--- src/rtl/assert_macros.svh ---
// assertion macros shared by the heading pipeline modules
`ifndef ASSERT_MACROS_SVH
`define ASSERT_MACROS_SVH

// plain concurrent check, disabled while reset is high
`define DTD_ASSERT(lbl, clk, rst, prop, msg) \
   lbl: assert property (@(posedge clk) disable iff (rst) (prop)) \
      else $error(msg);

// consequent implies that the antecedent held a fixed number of cycles ago
`define DTD_ASSERT_PAST(lbl, clk, rst, cons, ante, n, msg) \
   lbl: assert property (@(posedge clk) disable iff (rst) (cons) |-> $past((ante), n)) \
      else $error(msg);

`endif

--- src/rtl/dtd_pkg.sv ---
// shared constants, beat type and arctangent table for the heading pipeline
package dtd_pkg;

   localparam int COORD_WIDTH   = 16;
   localparam int CORDIC_STAGES = 24;

   localparam int FRAC_BITS = 24;
   localparam int PRE_SHIFT = 60 - COORD_WIDTH;
   localparam int DIFF_W    = COORD_WIDTH + 1;
   localparam int XY_W      = DIFF_W + PRE_SHIFT + 2;
   localparam int Z_W       = FRAC_BITS + 11;
   localparam int SHIFT_W   = (CORDIC_STAGES > 1) ? $clog2(CORDIC_STAGES) : 1;
   localparam int HEAD_W    = 9;

   localparam logic signed [Z_W-1:0] Z_180  = Z_W'(180) <<< FRAC_BITS;
   localparam logic signed [Z_W-1:0] Z_360  = Z_W'(360) <<< FRAC_BITS;
   localparam logic signed [Z_W-1:0] Z_HALF = Z_W'(1) <<< (FRAC_BITS - 1);

   localparam logic [HEAD_W-1:0] HEAD_0   = HEAD_W'(0);
   localparam logic [HEAD_W-1:0] HEAD_90  = HEAD_W'(90);
   localparam logic [HEAD_W-1:0] HEAD_180 = HEAD_W'(180);
   localparam logic [HEAD_W-1:0] HEAD_270 = HEAD_W'(270);
   localparam logic [HEAD_W-1:0] HEAD_360 = HEAD_W'(360);

   localparam logic [63:0] E10      = 64'd10000000000;
   localparam logic [63:0] E10_HALF = 64'd5000000000;
   localparam logic [63:0] TAIL_E10 = 64'd572957795131;
   localparam logic [63:0] Q_ONE    = 64'd16777216;

   // one pipeline beat; special beats carry a finished heading
   typedef struct packed {
      logic                    valid;
      logic                    special;
      logic [HEAD_W-1:0]       spec_heading;
      logic signed [XY_W-1:0]  x;
      logic signed [XY_W-1:0]  y;
      logic signed [Z_W-1:0]   z;
   } beat_type;

   // atan(2^-i) in degrees, scaled by 1e10
   function automatic logic [63:0] atan_e10(input int i);
      logic [63:0] v;
      case (i)
         0:       v = 64'd450000000000;
         1:       v = 64'd265650511771;
         2:       v = 64'd140362434679;
         3:       v = 64'd71250163489;
         4:       v = 64'd35763343750;
         5:       v = 64'd17899106082;
         6:       v = 64'd8951737102;
         7:       v = 64'd4476141709;
         8:       v = 64'd2238105004;
         9:       v = 64'd1119056771;
         10:      v = 64'd559528919;
         11:      v = 64'd279764526;
         12:      v = 64'd139882271;
         13:      v = 64'd69941137;
         default: v = 64'd0;
      endcase
      return v;
   endfunction

   // atan(2^-i) in Q.24 degrees, rounded to nearest; small angles use 180/pi * 2^-i
   function automatic logic [Z_W-1:0] atan_q(input int i);
      logic [63:0] q;
      if (i < 14) begin
         q = (atan_e10(i) * Q_ONE + E10_HALF) / E10;
      end else begin
         q = (((TAIL_E10 * Q_ONE) >> i) + E10_HALF) / E10;
      end
      return q[Z_W-1:0];
   endfunction

endpackage

--- src/rtl/dtd_round.sv ---
// angle wrap, round half up and clamp to whole degrees
module dtd_round
   import dtd_pkg::*;
(
   input  logic              clock,
   input  logic              reset,
   input  beat_type          beat_in,
   output logic              rsp_valid,
   output logic [HEAD_W-1:0] rsp_heading_degrees
);

   localparam int Q_W = Z_W - FRAC_BITS;

   logic signed [Z_W-1:0] zw;
   logic signed [Z_W-1:0] zr;
   logic [Q_W-1:0]        q;
   logic [HEAD_W-1:0]     heading_in;
   logic [HEAD_W-1:0]     heading_ff;
   logic                  valid_ff;

   always_comb begin
      zw = beat_in.z[Z_W-1] ? beat_in.z + Z_360 : beat_in.z;
      if (zw[Z_W-1]) begin
         zw = '0;
      end
      zr = zw + Z_HALF;
      q  = zr[Z_W-1:FRAC_BITS];
      if (beat_in.special) begin
         heading_in = beat_in.spec_heading;
      end else if (q > Q_W'(HEAD_360)) begin
         heading_in = HEAD_360;
      end else begin
         heading_in = q[HEAD_W-1:0];
      end
   end

   always_ff @(posedge clock) begin
      heading_ff <= heading_in;
      if (reset) begin
         valid_ff <= 1'b0;
      end else begin
         valid_ff <= beat_in.valid;
      end
   end

   assign rsp_valid           = valid_ff;
   assign rsp_heading_degrees = heading_ff;

endmodule

--- config.mk ---
export PLATFORM = sky130hd
export DESIGN_NAME = dtd_round
export DESIGN_NICKNAME = d
export VERILOG_FILES = /design/src/rtl/assert_macros.svh /design/src/rtl/dtd_pkg.sv /design/src/rtl/dtd_round.sv
export SDC_FILE = /design/constraint.sdc
export NUM_CORES = 1
export LEC_CHECK = 0
export BUFFER_PORTS_ARGS = -buffer_cell sky130_fd_sc_hd__buf_4
export CAP_MARGIN = 20
export CORE_AREA = 2 2 72 74
export DETAILED_ROUTE_END_ITERATION = 16
export DIE_AREA = 0 0 74 76
export GPL_ROUTABILITY_DRIVEN = 1
export HOLD_SLACK_MARGIN = 0.05
export SETUP_SLACK_MARGIN = 0.05
export SYNTH_ARGS = -nofsm -noshare
export SYNTH_HDL_FRONTEND = slang
export SYNTH_SLANG_ARGS = --single-unit
--- constraint.sdc ---
create_clock -name clock -period 4.1 [get_ports clock]
set_input_delay 0.41 -clock clock [delete_from_list [all_inputs] [get_ports clock]]
set_output_delay 0.41 -clock clock [all_outputs]
set_load 0.02 [all_outputs]
==> metrics <==
final wirelength=2610 µm; CP Max Fanout=9; Worst slew margin=0.738; initial antenna violation count=0; CP peak stage delay=0.33 ns; Post-synth top cells=14 x nand2_1, 10 x dfxtp_1, 7 x o21ai_0; Power, Total=342 µW; CTS tree=yes; Initial Util=0.188; post-CTS sizing=0; flops & latches, synth=10; deepest clock path buffer count=2; maximum VDD drop=52.6 µV; mux cell area share after synthesis=0; Worst Setup SP=beat_in[27]; Post-Synthesis Cells=118; total of max-cap violations=0; Synth cell types=43; full die area=0.00562 mm²; cells along the critical path=buf_4, a211oi_2, inv_1, a21oi_1, o21ai_1, and2_1, ha_1, or3_1, a21oi_1, o21bai_1, o221ai_1, a31o_2, a21o_4, o31a_1; top-area cell type share of the netlist area=0.217; final hold vios=0; clk sink count=10; Synth area leaders=dfxtp_1 22%, nand2_1 5.7%, xnor2_1 5.7%, xor2_1 5.7%, and2_1 4.1%; Remaining DRCs=0; EDFF count, synth=0; worst hold path depth=2; H-tree levels=1; num rows=26; top-count cell post-synth=nand2_1; total core area=0.00491 mm²; Synth Area in Compound Gates=0.359; fin crit period=3.08 ns; die height=76 µm; largest area contributor in the netlist=dfxtp_1; postcts setup bufs=0; actual slew at the worst max-slew pin=0.389 ns; Max Slew Vio Count=0; die width=74 µm; nets=330; PwrDens=264 mW/mm²; first-pass GRT wire length=4440 µm; hpwl dp=2120 µm; vias in the first global route=940; Tot GR Track Use=0.0999; synthesized cell area=923 µm²; Simple-Gate Fraction of Synth Area=0.236; worst setup path class=in2reg; RSZ-0062 raised after global routing=no; Syn Area/Cell=7.83 µm²; syn_nets=294; fmax=324 MHz; CP delay by family, top=compound AO/OA/AOI/OAI gates; Final Cycle Share=0.752; clock buffer count from CTS=3; slowest CP cell=ha_1; Crit. End Element=register; grt total ovfl=0; largest family of logic cells by synthesized area=compound AO/OA/AOI/OAI gates; Vias=978; startpoint types=primary input; drt initial violations=21; Root Driver=clkbuf_8; Final setup viols=0; Critical path buffers and inverters=2; # hold bufs at CTS=0; status=finished clean; layout cell share with drive strength beyond 1=0.296; asr flop ratio synth=0; post-synthesis sequential area ratio=0.217; Min-Delay Endpoint=rsp_valid; Routed Antenna Nets=0; Min-Delay Path Class=in2reg; total negative slack=0 ns; clock slew at reported path FFs=0.04 ns; xor and xnor area share after synthesis=0.114; cell mode on critical path=a21oi_1; Primary FF master, synth=dfxtp_1; Worst Path Required=4.22 ns; Worst EP arrival=3.20 ns; Adder-Cell Fraction of Synth Area=0.0271; Ys Warns=0; gp weighted congestion=0.737; post-route cell area=0.00130 mm²; Detailed Routing Iterations Pass 1=4; # diodes=0; routed wire length per instance=11.8 µm; area delta synth->final=40.5%; IO Pins=184; largest net degree at the start of global routing=19; area of placed instances=0.00126 mm²; min-delay src=reset; mean number of vias per cell=4.41; IO Port Bufs=34; Static Leak=0.000534 µW
## stage by stage
stage / util / hold slack [ns] / instances / setup WS (ns)
3_3_place_gp: 0.256 / 0.567 / 219 / 0.754
4_1_cts: 0.264 / 0.326 / 222 / 0.988
5_1_grt: 0.264 / 0.340 / 222 / 0.818
6_report: 0.264 / 0.332 / 222 / 1.02
2_1_floorplan: - / 0.482 / 118 / 0.919
3_5_place_dp: 0.256 / 0.570 / 219 / 0.753
## final cells by class
type / instances / area, µm²
Sequential cell: 10 / 200
Clock buffer: 3 / 41.3
Multi-Input combinational cell: 97 / 679
Timing Repair Buffer: 35 / 263
Fill cell: 552 / 3610
Inverter: 7 / 26.3
Tap cell: 70 / 87.6
## kinds of logic after synthesis
group / count (synthesis)
XOR/XNOR: 12
flip-flops: 10
adder cells (fa/ha/maj): 2
buffers and inverters: 11
AND/OR/NAND/NOR: 41
AO/OA/AOI/OAI: 42
## state kept, by name (all words and copies together) (netlist names)
register	count
rsp_heading_degrees	9
rsp_valid	1
## per-layer routing
layer | wire (µm) | part of all wire | track usage | vias to the layer above
met5 | 0 | 0 | 0 | -
li1 | - | - | - | 504
met2 | 1030 | 0.40 | 0.136 | 37
met3 | 157 | 0.060 | 0.0185 | 5
met1 | 1380 | 0.53 | 0.153 | 432
met4 | 41 | 0.016 | 0.0382 | 0
## power by group
group | switching (µW) | total [µW] | internal (µW)
clock | 32.9 | 96.7 | 63.8
combinational | 68.1 | 132 | 63.9
sequential | 5.58 | 114 | 108
## worst max-delay path by stage
stage | to | cells past startpoint
2_1_floorplan | rsp_heading_degrees[3] | 14
3_3_place_gp | rsp_heading_degrees[5] | 14
3_5_place_dp | rsp_heading_degrees[5] | 14
4_1_cts | rsp_heading_degrees[5] | 14
5_1_grt | rsp_heading_degrees[5] | 14
6_report | rsp_heading_degrees[3] | 14
## cell usage in the layout, fill, tap and decap left out, types with 2 or more instances in the layout
master    count
nor2b_1       3
a31oi_1       2
and2_1        6
xnor2_1       6
o31a_1        4
buf_4        35
o31ai_1       5
nand3b_1      2
nor3_1        2
nand3_1       2
clkbuf_8      3
a211oi_1      2
nand2b_1      4
ha_1          2
nand2_1      14
nor2_1        3
o21ai_0       7
a21oi_1       6
dfxtp_1      10
xor2_1        6
inv_1         6
(Power assumes the default switching activity.)
