## config.mk

```make
export PLATFORM = sky130hd
export DESIGN_NAME = dtd_prep
export DESIGN_NICKNAME = d
export VERILOG_FILES = /design/src/rtl/dtd_pkg.sv /design/src/rtl/dtd_prep.sv
export VERILOG_INCLUDE_DIRS = /design/src /design/src/rtl
export SDC_FILE = /design/constraint.sdc
export NUM_CORES = 1
export LEC_CHECK = 0
export ABC_AREA = 1
export ABC_CLOCK_PERIOD_IN_PS = 3850
export BUFFER_PORTS_ARGS = -buffer_cell sky130_fd_sc_hd__buf_2
export CAP_MARGIN = 25
export CORE_ASPECT_RATIO = 0.6
export CORE_MARGIN = 2
export CORE_UTILIZATION = 48
export DETAILED_ROUTE_END_ITERATION = 16
export PLACE_DENSITY = 0.81
export SKIP_LAST_GASP = 1
export SYNTH_ARGS = -nofsm -noshare
export SYNTH_HDL_FRONTEND = slang
export SYNTH_SLANG_ARGS = --single-unit
```

## constraint.sdc

```tcl
create_clock -name clock -period 3.85 [get_ports clock]
set_input_delay 0.77 -clock clock [delete_from_list [all_inputs] [get_ports clock]]
set_output_delay 0.77 -clock clock [all_outputs]
set_load 0.03 [all_outputs]
```

## src/rtl/assert_macros.svh

```systemverilog
// assertion macros shared by the heading pipeline modules
`ifndef ASSERT_MACROS_SVH
`define ASSERT_MACROS_SVH

// plain concurrent check, disabled while reset is high
`define DTD_ASSERT(lbl, clk, rst, prop, msg) \
   lbl: assert property (@(posedge clk) disable iff (rst) (prop)) \
      else $error(msg);

// consequent implies that the antecedent held a fixed number of cycles ago
`define DTD_ASSERT_PAST(lbl, clk, rst, cons, ante, n, msg) \
   lbl: assert property (@(posedge clk) disable iff (rst) (cons) |-> $past((ante), n)) \
      else $error(msg);

`endif

```

## src/rtl/dtd_pkg.sv

```systemverilog
// shared constants, beat type and arctangent table for the heading pipeline
package dtd_pkg;

   localparam int COORD_WIDTH   = 16;
   localparam int CORDIC_STAGES = 24;

   localparam int FRAC_BITS = 24;
   localparam int PRE_SHIFT = 60 - COORD_WIDTH;
   localparam int DIFF_W    = COORD_WIDTH + 1;
   localparam int XY_W      = DIFF_W + PRE_SHIFT + 2;
   localparam int Z_W       = FRAC_BITS + 11;
   localparam int SHIFT_W   = (CORDIC_STAGES > 1) ? $clog2(CORDIC_STAGES) : 1;
   localparam int HEAD_W    = 9;

   localparam logic signed [Z_W-1:0] Z_180  = Z_W'(180) <<< FRAC_BITS;
   localparam logic signed [Z_W-1:0] Z_360  = Z_W'(360) <<< FRAC_BITS;
   localparam logic signed [Z_W-1:0] Z_HALF = Z_W'(1) <<< (FRAC_BITS - 1);

   localparam logic [HEAD_W-1:0] HEAD_0   = HEAD_W'(0);
   localparam logic [HEAD_W-1:0] HEAD_90  = HEAD_W'(90);
   localparam logic [HEAD_W-1:0] HEAD_180 = HEAD_W'(180);
   localparam logic [HEAD_W-1:0] HEAD_270 = HEAD_W'(270);
   localparam logic [HEAD_W-1:0] HEAD_360 = HEAD_W'(360);

   localparam logic [63:0] E10      = 64'd10000000000;
   localparam logic [63:0] E10_HALF = 64'd5000000000;
   localparam logic [63:0] TAIL_E10 = 64'd572957795131;
   localparam logic [63:0] Q_ONE    = 64'd16777216;

   // one pipeline beat; special beats carry a finished heading
   typedef struct packed {
      logic                    valid;
      logic                    special;
      logic [HEAD_W-1:0]       spec_heading;
      logic signed [XY_W-1:0]  x;
      logic signed [XY_W-1:0]  y;
      logic signed [Z_W-1:0]   z;
   } beat_type;

   // atan(2^-i) in degrees, scaled by 1e10
   function automatic logic [63:0] atan_e10(input int i);
      logic [63:0] v;
      case (i)
         0:       v = 64'd450000000000;
         1:       v = 64'd265650511771;
         2:       v = 64'd140362434679;
         3:       v = 64'd71250163489;
         4:       v = 64'd35763343750;
         5:       v = 64'd17899106082;
         6:       v = 64'd8951737102;
         7:       v = 64'd4476141709;
         8:       v = 64'd2238105004;
         9:       v = 64'd1119056771;
         10:      v = 64'd559528919;
         11:      v = 64'd279764526;
         12:      v = 64'd139882271;
         13:      v = 64'd69941137;
         default: v = 64'd0;
      endcase
      return v;
   endfunction

   // atan(2^-i) in Q.24 degrees, rounded to nearest; small angles use 180/pi * 2^-i
   function automatic logic [Z_W-1:0] atan_q(input int i);
      logic [63:0] q;
      if (i < 14) begin
         q = (atan_e10(i) * Q_ONE + E10_HALF) / E10;
      end else begin
         q = (((TAIL_E10 * Q_ONE) >> i) + E10_HALF) / E10;
      end
      return q[Z_W-1:0];
   endfunction

endpackage

```

## src/rtl/dtd_prep.sv

```systemverilog
// difference vector, half-plane fold and scaling ahead of the cordic row
module dtd_prep
   import dtd_pkg::*;
(
   input  logic                   clock,
   input  logic                   reset,
   input  logic                   accept,
   input  logic [COORD_WIDTH-1:0] from_x,
   input  logic [COORD_WIDTH-1:0] from_y,
   input  logic [COORD_WIDTH-1:0] to_x,
   input  logic [COORD_WIDTH-1:0] to_y,
   output beat_type               beat_out
);

   `include "assert_macros.svh"

   logic signed [DIFF_W-1:0] dx;
   logic signed [DIFF_W-1:0] dy;
   logic signed [DIFF_W-1:0] fx;
   logic signed [DIFF_W-1:0] fy;
   beat_type                 beat_in;
   beat_type                 beat_ff;

   always_comb begin
      dx = $signed({to_x[COORD_WIDTH-1], to_x}) - $signed({from_x[COORD_WIDTH-1], from_x});
      dy = $signed({to_y[COORD_WIDTH-1], to_y}) - $signed({from_y[COORD_WIDTH-1], from_y});
      fx = dx[DIFF_W-1] ? -dx : dx;
      fy = dx[DIFF_W-1] ? -dy : dy;

      beat_in.valid        = accept && !reset;
      beat_in.special      = 1'b0;
      beat_in.spec_heading = HEAD_0;
      beat_in.x            = XY_W'(fx) <<< PRE_SHIFT;
      beat_in.y            = XY_W'(fy) <<< PRE_SHIFT;
      beat_in.z            = dx[DIFF_W-1] ? Z_180 : '0;

      // axis-aligned vectors and the null vector bypass the rotation
      if (dy == '0) begin
         beat_in.special      = 1'b1;
         beat_in.spec_heading = dx[DIFF_W-1] ? HEAD_180 : HEAD_0;
      end else if (dx == '0) begin
         beat_in.special      = 1'b1;
         beat_in.spec_heading = dy[DIFF_W-1] ? HEAD_270 : HEAD_90;
      end
      if (beat_in.special) begin
         beat_in.x = '0;
         beat_in.y = '0;
      end
   end

   always_ff @(posedge clock) begin
      beat_ff <= beat_in;
   end

   assign beat_out = beat_ff;

   `DTD_ASSERT(a_null_vector_zero, clock, reset,
      accept && (to_x == from_x) && (to_y == from_y)
         |=> beat_ff.special && (beat_ff.spec_heading == HEAD_0),
      "null vector did not map to heading zero")

endmodule

```

==> key figures, run 1 <==
Routing
  • Post-route DRC: 0
  • Avg WL per Cell: approximately 11 microns
  • Detail Route Antenna Nets: 0
  • Vias per inst: 4.472
  • Pre-Repair DR Iteration Count: 7
  • Initial drt markers: approximately 440
  • Routed wire length: roughly 12 mm
  • Via count: 4,857

Yosys
  • Register bit total from synthesis: 43
  • Share of the synthesized area in the top cell type: 0.1935
  • Synth cell count leaders: nand2_1 (220), buf_4 (130), inv_1 (127), nor2_1 (69), nand3_1 (54)
  • Ys async rst share: 0
  • Mapped Cells: approximately 830
  • Cell Area, Synth: between 0.005 and 0.006 sq mm
  • Post-synthesis cell type count: 36
  • Yosys top cell by area: buf_4
  • Most common flop cell mapped by yosys: dfxtp_1
  • Post-synth EDFFs: 0
  • Sequential share of the synthesized area: 0.1707
  • Synth area leaders: buf_4 (19%), dfxtp_1 (17%), nand2_1 (16%)
  • Most frequent cell after synthesis: nand2_1
  • Post-Syn Area per Cell: a little over 6 sq um
  • Yosys warns: 0

Setup path
  • Element type at the critical path end: flip-flop
  • Startpoint Class: input pin
  • Crit Path Max Fanout: 23
  • Worst Path Class, Setup: input pin to flip-flop
  • Required time of the critical path: roughly 4100 ps
  • Crit path DAT: between 3000 and 4000 ps

Timing
  • Endpoints failing hold: 0
  • RSZ-0062 raised after global routing: no
  • Slew headroom: 0.6627
  • Final slew viol count: 0
  • Final setup viols: 0
  • Fmax: about 290 MHz
  • Tightest Pin Transition: roughly 500 ps
  • Fin crit period: about 3500 ps
  • Final worst slack: between 300 and 400 ps
  • Fin crit share: 0.9048

Power and ir drop
  • Pwr Density: around 390 mW/mm^2
  • Flop pwr share: 0.267
  • Comb pwr share: 0.538
  • Leakage: 3.454 nW
  • Switching power: 0.001054 W
  • Maximum vdd drop: roughly 0.27 mV
  • Int Pwr: around 0.0011 W
  • Switching share of total power: 0.4884
  • Clock power frac: 0.194

Layout
  • Layout net count: around 1,100
  • Non-Filler Instances: ~1,100
  • Largest register FFs: 43
  • Fill cells: about 1,000
  • Fin util: 0.5475
  • Synth-to-layout area growth: 9.181%
  • Design Area, Final: about 0.0055 sq mm
  • Ant diodes: 0
  • Share of cells above drive strength 1: 0.1746

Place
  • Dpl ws: 110.6 ps
  • Final Wtd Congestion: 0.9383
  • Cells after DPL: 1,078
  • Post-DP HPWL: between 10 and 15 mm
  • Dpl cell area: between 0.005 and 0.006 sq mm
  • I/O Buffers: roughly 120

Floorplan
  • # rows: 28
  • Die height: 83.39 microns
  • Initial Util: 0.5015
  • IO Count: roughly 240
  • Area of the core: slightly above 0.01 sq mm
  • Die ar.: ~0.011 sq mm
  • DIE WIDTH: approximately 140 microns

Global route
  • Total track usage: 0.2006
  • Initial antenna violation count: 0
  • First-pass GRT wire length: between 15 and 20 mm
  • Vias in the first global route: between 3,000 and 4,000
  • Largest net degree at the start of global routing: 30
  • GRT overflow: 0

Clocking
  • # clock sinks: 43
  • Post-CTS Setup Bufs: 0
  • CTS tree: built
  • Clock tree buffer depth: 2
  • Resized Gates After CTS: 0
  • Clock transition at path regs: ~60 ps
  • CTS Hold Bufs: 0
  • Num CTS Buffers: 5
  • Root Driver: clkbuf_16
  • Htree depth: 2

Job
  • Max-cap violations: 0

Outcome
  • Status: finished, final reports clean

Worst hold path
  • Hold crit path type: input pin to flip-flop
-- path summary, 6_finish.rpt --
path                    start                      end  cells past startpoint
worst max-delay path  to_x[0]  beat_out[85]$_SDFF_PP0_                     21
worst min-delay path    reset    beat_out[171]$_DFF_P_                      2
-- power by group through the flow --
| stage | combinational (W) | clock (W) | sequential [W] |
|---|---|---|---|
| finish | 0.00116 | 0.000419 | 0.000577 |
| global route | 0.00128 | 0.000447 | 0.000585 |
| CTS | 0.00115 | 0.000426 | 0.000578 |
| detailed placement | 0.00115 | 0 | 0.000585 |
| global placement | 0.00114 | 0 | 0.000584 |
| floorplan | 0.000786 | 0 | 0.000782 |
-- layer usage --
layer	track usage	vias up	part of all wire
met3	0.05189	6	0.12
li1	-	2568	-
met1	0.3286	2043	0.51
met5	0	-	0
met2	0.2595	240	0.37
met4	0.02083	0	0.0046
-- cells by family after synthesis --
logic type,count (synthesis),synth area share
other cells,1,0.0007437
buf+inv,269,0.3020
xor+xnor,2,0.004964
compound gates,75,0.08164
flops,43,0.1707
fa+ha+maj,41,0.1047
simple gates,396,0.3352
-- worst max-delay path, cell delays in order --
cell     delay (ps)
buf_2            80
inv_1            50
ha_1            180
fa_1            390
inv_1           120
nand3_1         120
nand2_2         140
nand2_2          70
nand2_2          90
nand2_1          80
nand3_1          80
nand2_1          50
nand2_1          70
nor2_1           50
nand2_1         120
nor3b_2          70
ha_1            200
nor2_2          430
buf_16          220
inv_1           110
nor3_1          180
-- cells in the final DEF, fill, tap and decap left out, types with 4 or more instances in the layout --
cell         n
o21ai_0     16
nand3_1     54
nor2_1      68
inv_1      127
nand2_1    220
nor3_1      13
nand4_1      8
nor2_2       4
buf_2      118
inv_2        5
nand3b_1     8
ha_1        39
dfxtp_1     43
a21oi_1     35
and2_1       6
nand2_2     11
buf_4       15
o21ai_1     12
clkbuf_16    5
conb_1     120
-- final cells by class --
type / count / area (sq um) / area share
well taps: 135 / 168.9 / 0.03068
multi-input cells: 634 / 3108 / 0.5645
inverters: 132 / 495.5 / 0.09000
repair buffers: 134 / 730.7 / 0.1327
clock buffers: 6 / 128.9 / 0.02341
clock inverters: 2 / 12.51 / 0.002273
flip-flops and latches: 43 / 860.8 / 0.1564
-- per-stage QoR --
step / setup TNS, ps / hold WS (ps) / total power (W)
after floorplan: 0 / 841.2 / 0.001569
after global placement: -2230 / 930.6 / 0.001724
after global routing: 0 / 647.2 / 0.002310
after detailed placement: 0 / 935.3 / 0.001734
final: 0 / 636.5 / 0.002158
after CTS: 0 / 633.5 / 0.002159
Note: power is estimated with default switching activity, not from simulation.
==> run 2: changes to the inputs <==
Settings changed: BUFFER_PORTS_ARGS -buffer_cell sky130_fd_sc_hd__buf_2 to not set, CORE_UTILIZATION 48 to 52, DONT_BUFFER_PORTS set to 1, PLACE_DENSITY 0.81 to 0.66.
==> key figures, run 2 (synthesized netlist as in run 1, its figures left out) <==
Clocking
  • Root Driver: clkbuf_16 (unchanged)
  • Clock transition at path regs: 60 ps (about the same)
  • Post-CTS Setup Bufs: 0 (unchanged)
  • Num CTS Buffers: 5 (unchanged)
  • Resized Gates After CTS: 0 (unchanged)
  • Htree depth: 2 (unchanged)
  • Clock tree buffer depth: 2 (unchanged)
  • CTS tree: built (unchanged)
  • CTS Hold Bufs: 0 (unchanged)
  • # clock sinks: 43 (unchanged)

Timing
  • Post-Route Setup TNS: 0 ps (unchanged)
  • Tightest Pin Transition: 854.4 ps (was 505.4 ps)
  • Slew headroom: 0.4296 (was 0.6627)
  • Final setup viols: 0 (unchanged)
  • Fmax: 287.4 MHz (was 287.1 MHz)
  • Endpoints failing hold: 0 (unchanged)
  • Final slew viol count: 0 (unchanged)
  • Fin crit share: 0.9037 (was 0.9048)
  • Fin crit period: 3479 ps (was 3483 ps)
  • RSZ-0062 raised after global routing: no (unchanged)

Setup path
  • Worst Path Class, Setup: input pin to flip-flop (unchanged)
  • Required time of the critical path: 4050 ps (was 4060 ps)
  • Startpoint Class: input pin (unchanged)
  • Element type at the critical path end: flip-flop (unchanged)
  • Crit Path Max Fanout: 16 (was 23)
  • Crit path DAT: 3680 ps (was 3690 ps)

Layout
  • Largest register FFs: 43 (unchanged)
  • Fill cells: 978 (was 1,037)
  • Non-Filler Instances: 956 (was 1,086)
  • Layout net count: 933 (was 1,058)
  • Share of cells above drive strength 1: 0.05085 (was 0.1746)
  • Most frequent cells in the layout: nand2_1 (220), inv_1 (127), conb_1 (120), nor2_1 (68), nand3_1 (54) (was nand2_1 (220), inv_1 (127), conb_1 (120), buf_2 (118), nor2_1 (68))
  • Synth-to-layout area growth: -3.275% (was 9.181%)
  • Most common cell after layout, fill and taps aside: nand2_1 (unchanged)
  • Ant diodes: 0 (unchanged)

Place
  • I/O Buffers: 0 (was 118)
  • Final Wtd Congestion: 1.002 (was 0.9383)
  • Post-DP HPWL: 9.293 mm (was 10.07 mm)
  • Cells after DPL: 948 (was 1,078)

Worst hold path
  • Hold path cells: 1 (was 2)
  • Hold crit path type: input pin to flip-flop (unchanged)

Power and ir drop
  • Total power: 0.002041 W (was 0.002158 W)
  • Pwr Density: 418.5 mW/mm^2 (was 392.0 mW/mm^2)
  • Maximum vdd drop: 0.2231 mV (was 0.2680 mV)
  • Leakage: 2.950 nW (was 3.454 nW)

Routing
  • Max Used Layer: met4 (unchanged)
  • Routed wire length: 10.96 mm (was 11.93 mm)
  • Post-route DRC: 0 (unchanged)
  • Via count: 4,489 (was 4,857)
  • Vias per inst: 4.696 (was 4.472)
  • Pre-Repair DR Iteration Count: 4 (was 7)
  • Avg WL per Cell: 11.46 microns (was 10.98 microns)
  • Detail Route Antenna Nets: 0 (unchanged)
  • Routed wl met2: 4.543 mm (was 4.406 mm)
  • Met1 WL: 5.139 mm (was 6.075 mm)
  • Initial drt markers: 302 (was 438)
  • Metal3 WL: 1.215 mm (was 1.391 mm)

Global route
  • GRT overflow: 0 (unchanged)
  • Total track usage: 0.1950 (was 0.2006)
  • First-pass GRT wire length: 16.64 mm (was 18.71 mm)
  • Largest net degree at the start of global routing: 30 (unchanged)
  • Initial antenna violation count: 0 (unchanged)
  • Vias in the first global route: 3,439 (was 3,927)

Floorplan
  • DIE WIDTH: 131.1 microns (was 136.3 microns)
  • Die height: 80.28 microns (was 83.39 microns)
  • Area of the core: 0.009290 sq mm (was 0.01005 sq mm)
  • Initial Util: 0.5428 (was 0.5015)
  • # rows: 27 (was 28)
  • IO Count: 239 (unchanged)
  • Die ar.: 0.01053 sq mm (was 0.01137 sq mm)

Outcome
  • Status: finished, final reports clean (unchanged)

Job
  • Max-cap violations: 0 (unchanged)
-- run 2: cell types whose count changed in the layout (fill, tap and decap cells not counted) --
| cell | change |
|---|---|
| clkbuf_1 | -1 |
| clkinv_4 | +1 |
| buf_8 | +1 |
| clkbuf_8 | +1 |
| buf_2 | -118 |
| clkinv_2 | -1 |
| buf_4 | -8 |
-- run 2: final timing paths --
path,to,slack (ps),start
max,beat_out[86]$_SDFF_PP0_,370,to_y[0]
min,beat_out[171]$_DFF_P_,550,reset
-- run 2: metrics by stage --
stage | hold slack [ps] | util | setup WS, ps | instance area [sq um]
finish | 547.0 | 0.5250 | 370.9 | 4877
CTS | 540.2 | 0.5250 | 376.9 | 4877
global route | 539.9 | 0.5250 | 66.06 | 4877
global placement | 844.8 | 0.5037 | -116.4 | 4679
floorplan | 841.2 | - | 692.7 | 5489
detailed placement | 843.7 | 0.5083 | 101.4 | 4722
-- run 2: worst max-delay path: stages --
cell and delay [ps]:
inv_1 30, ha_1 190, fa_1 390, inv_1 90
nand2_1 50, nand2_1 140, nand3_1 130, nand3b_1 110
nand2_1 90, nand2_1 110, inv_1 50, nand2_1 50
nor2_1 50, nand2_1 120, nor3_1 70, ha_1 210
nor2_2 540, inv_1 260, nor3_1 240
-- run 2: area by class of cell --
class,count,area (sq um),share of cell area
multi-input cells,634,3108,0.6372
well taps,130,162.7,0.03335
repair buffers,9,95.09,0.01950
clock buffers,6,138.9,0.02848
flip-flops and latches,43,860.8,0.1765
inverters,132,495.5,0.1016
clock inverters,2,16.27,0.003335
-- run 2: per-layer routing --
layer  global-route usage  vias up
li1                     -     2321
met5                    0        -
met1               0.2805     1943
met3              0.04735        4
met4              0.02717        0
met2               0.3005      221
-- run 2: power by group --
part | leakage (nW) | total [W] | switching (W) | internal (W)
Sequential | 0.360 | 0.000811 | 0.000265 | 0.000546
Clock | 0.0731 | 0.000439 | 0.000180 | 0.000259
Combinational | 2.52 | 0.000791 | 0.000567 | 0.000224
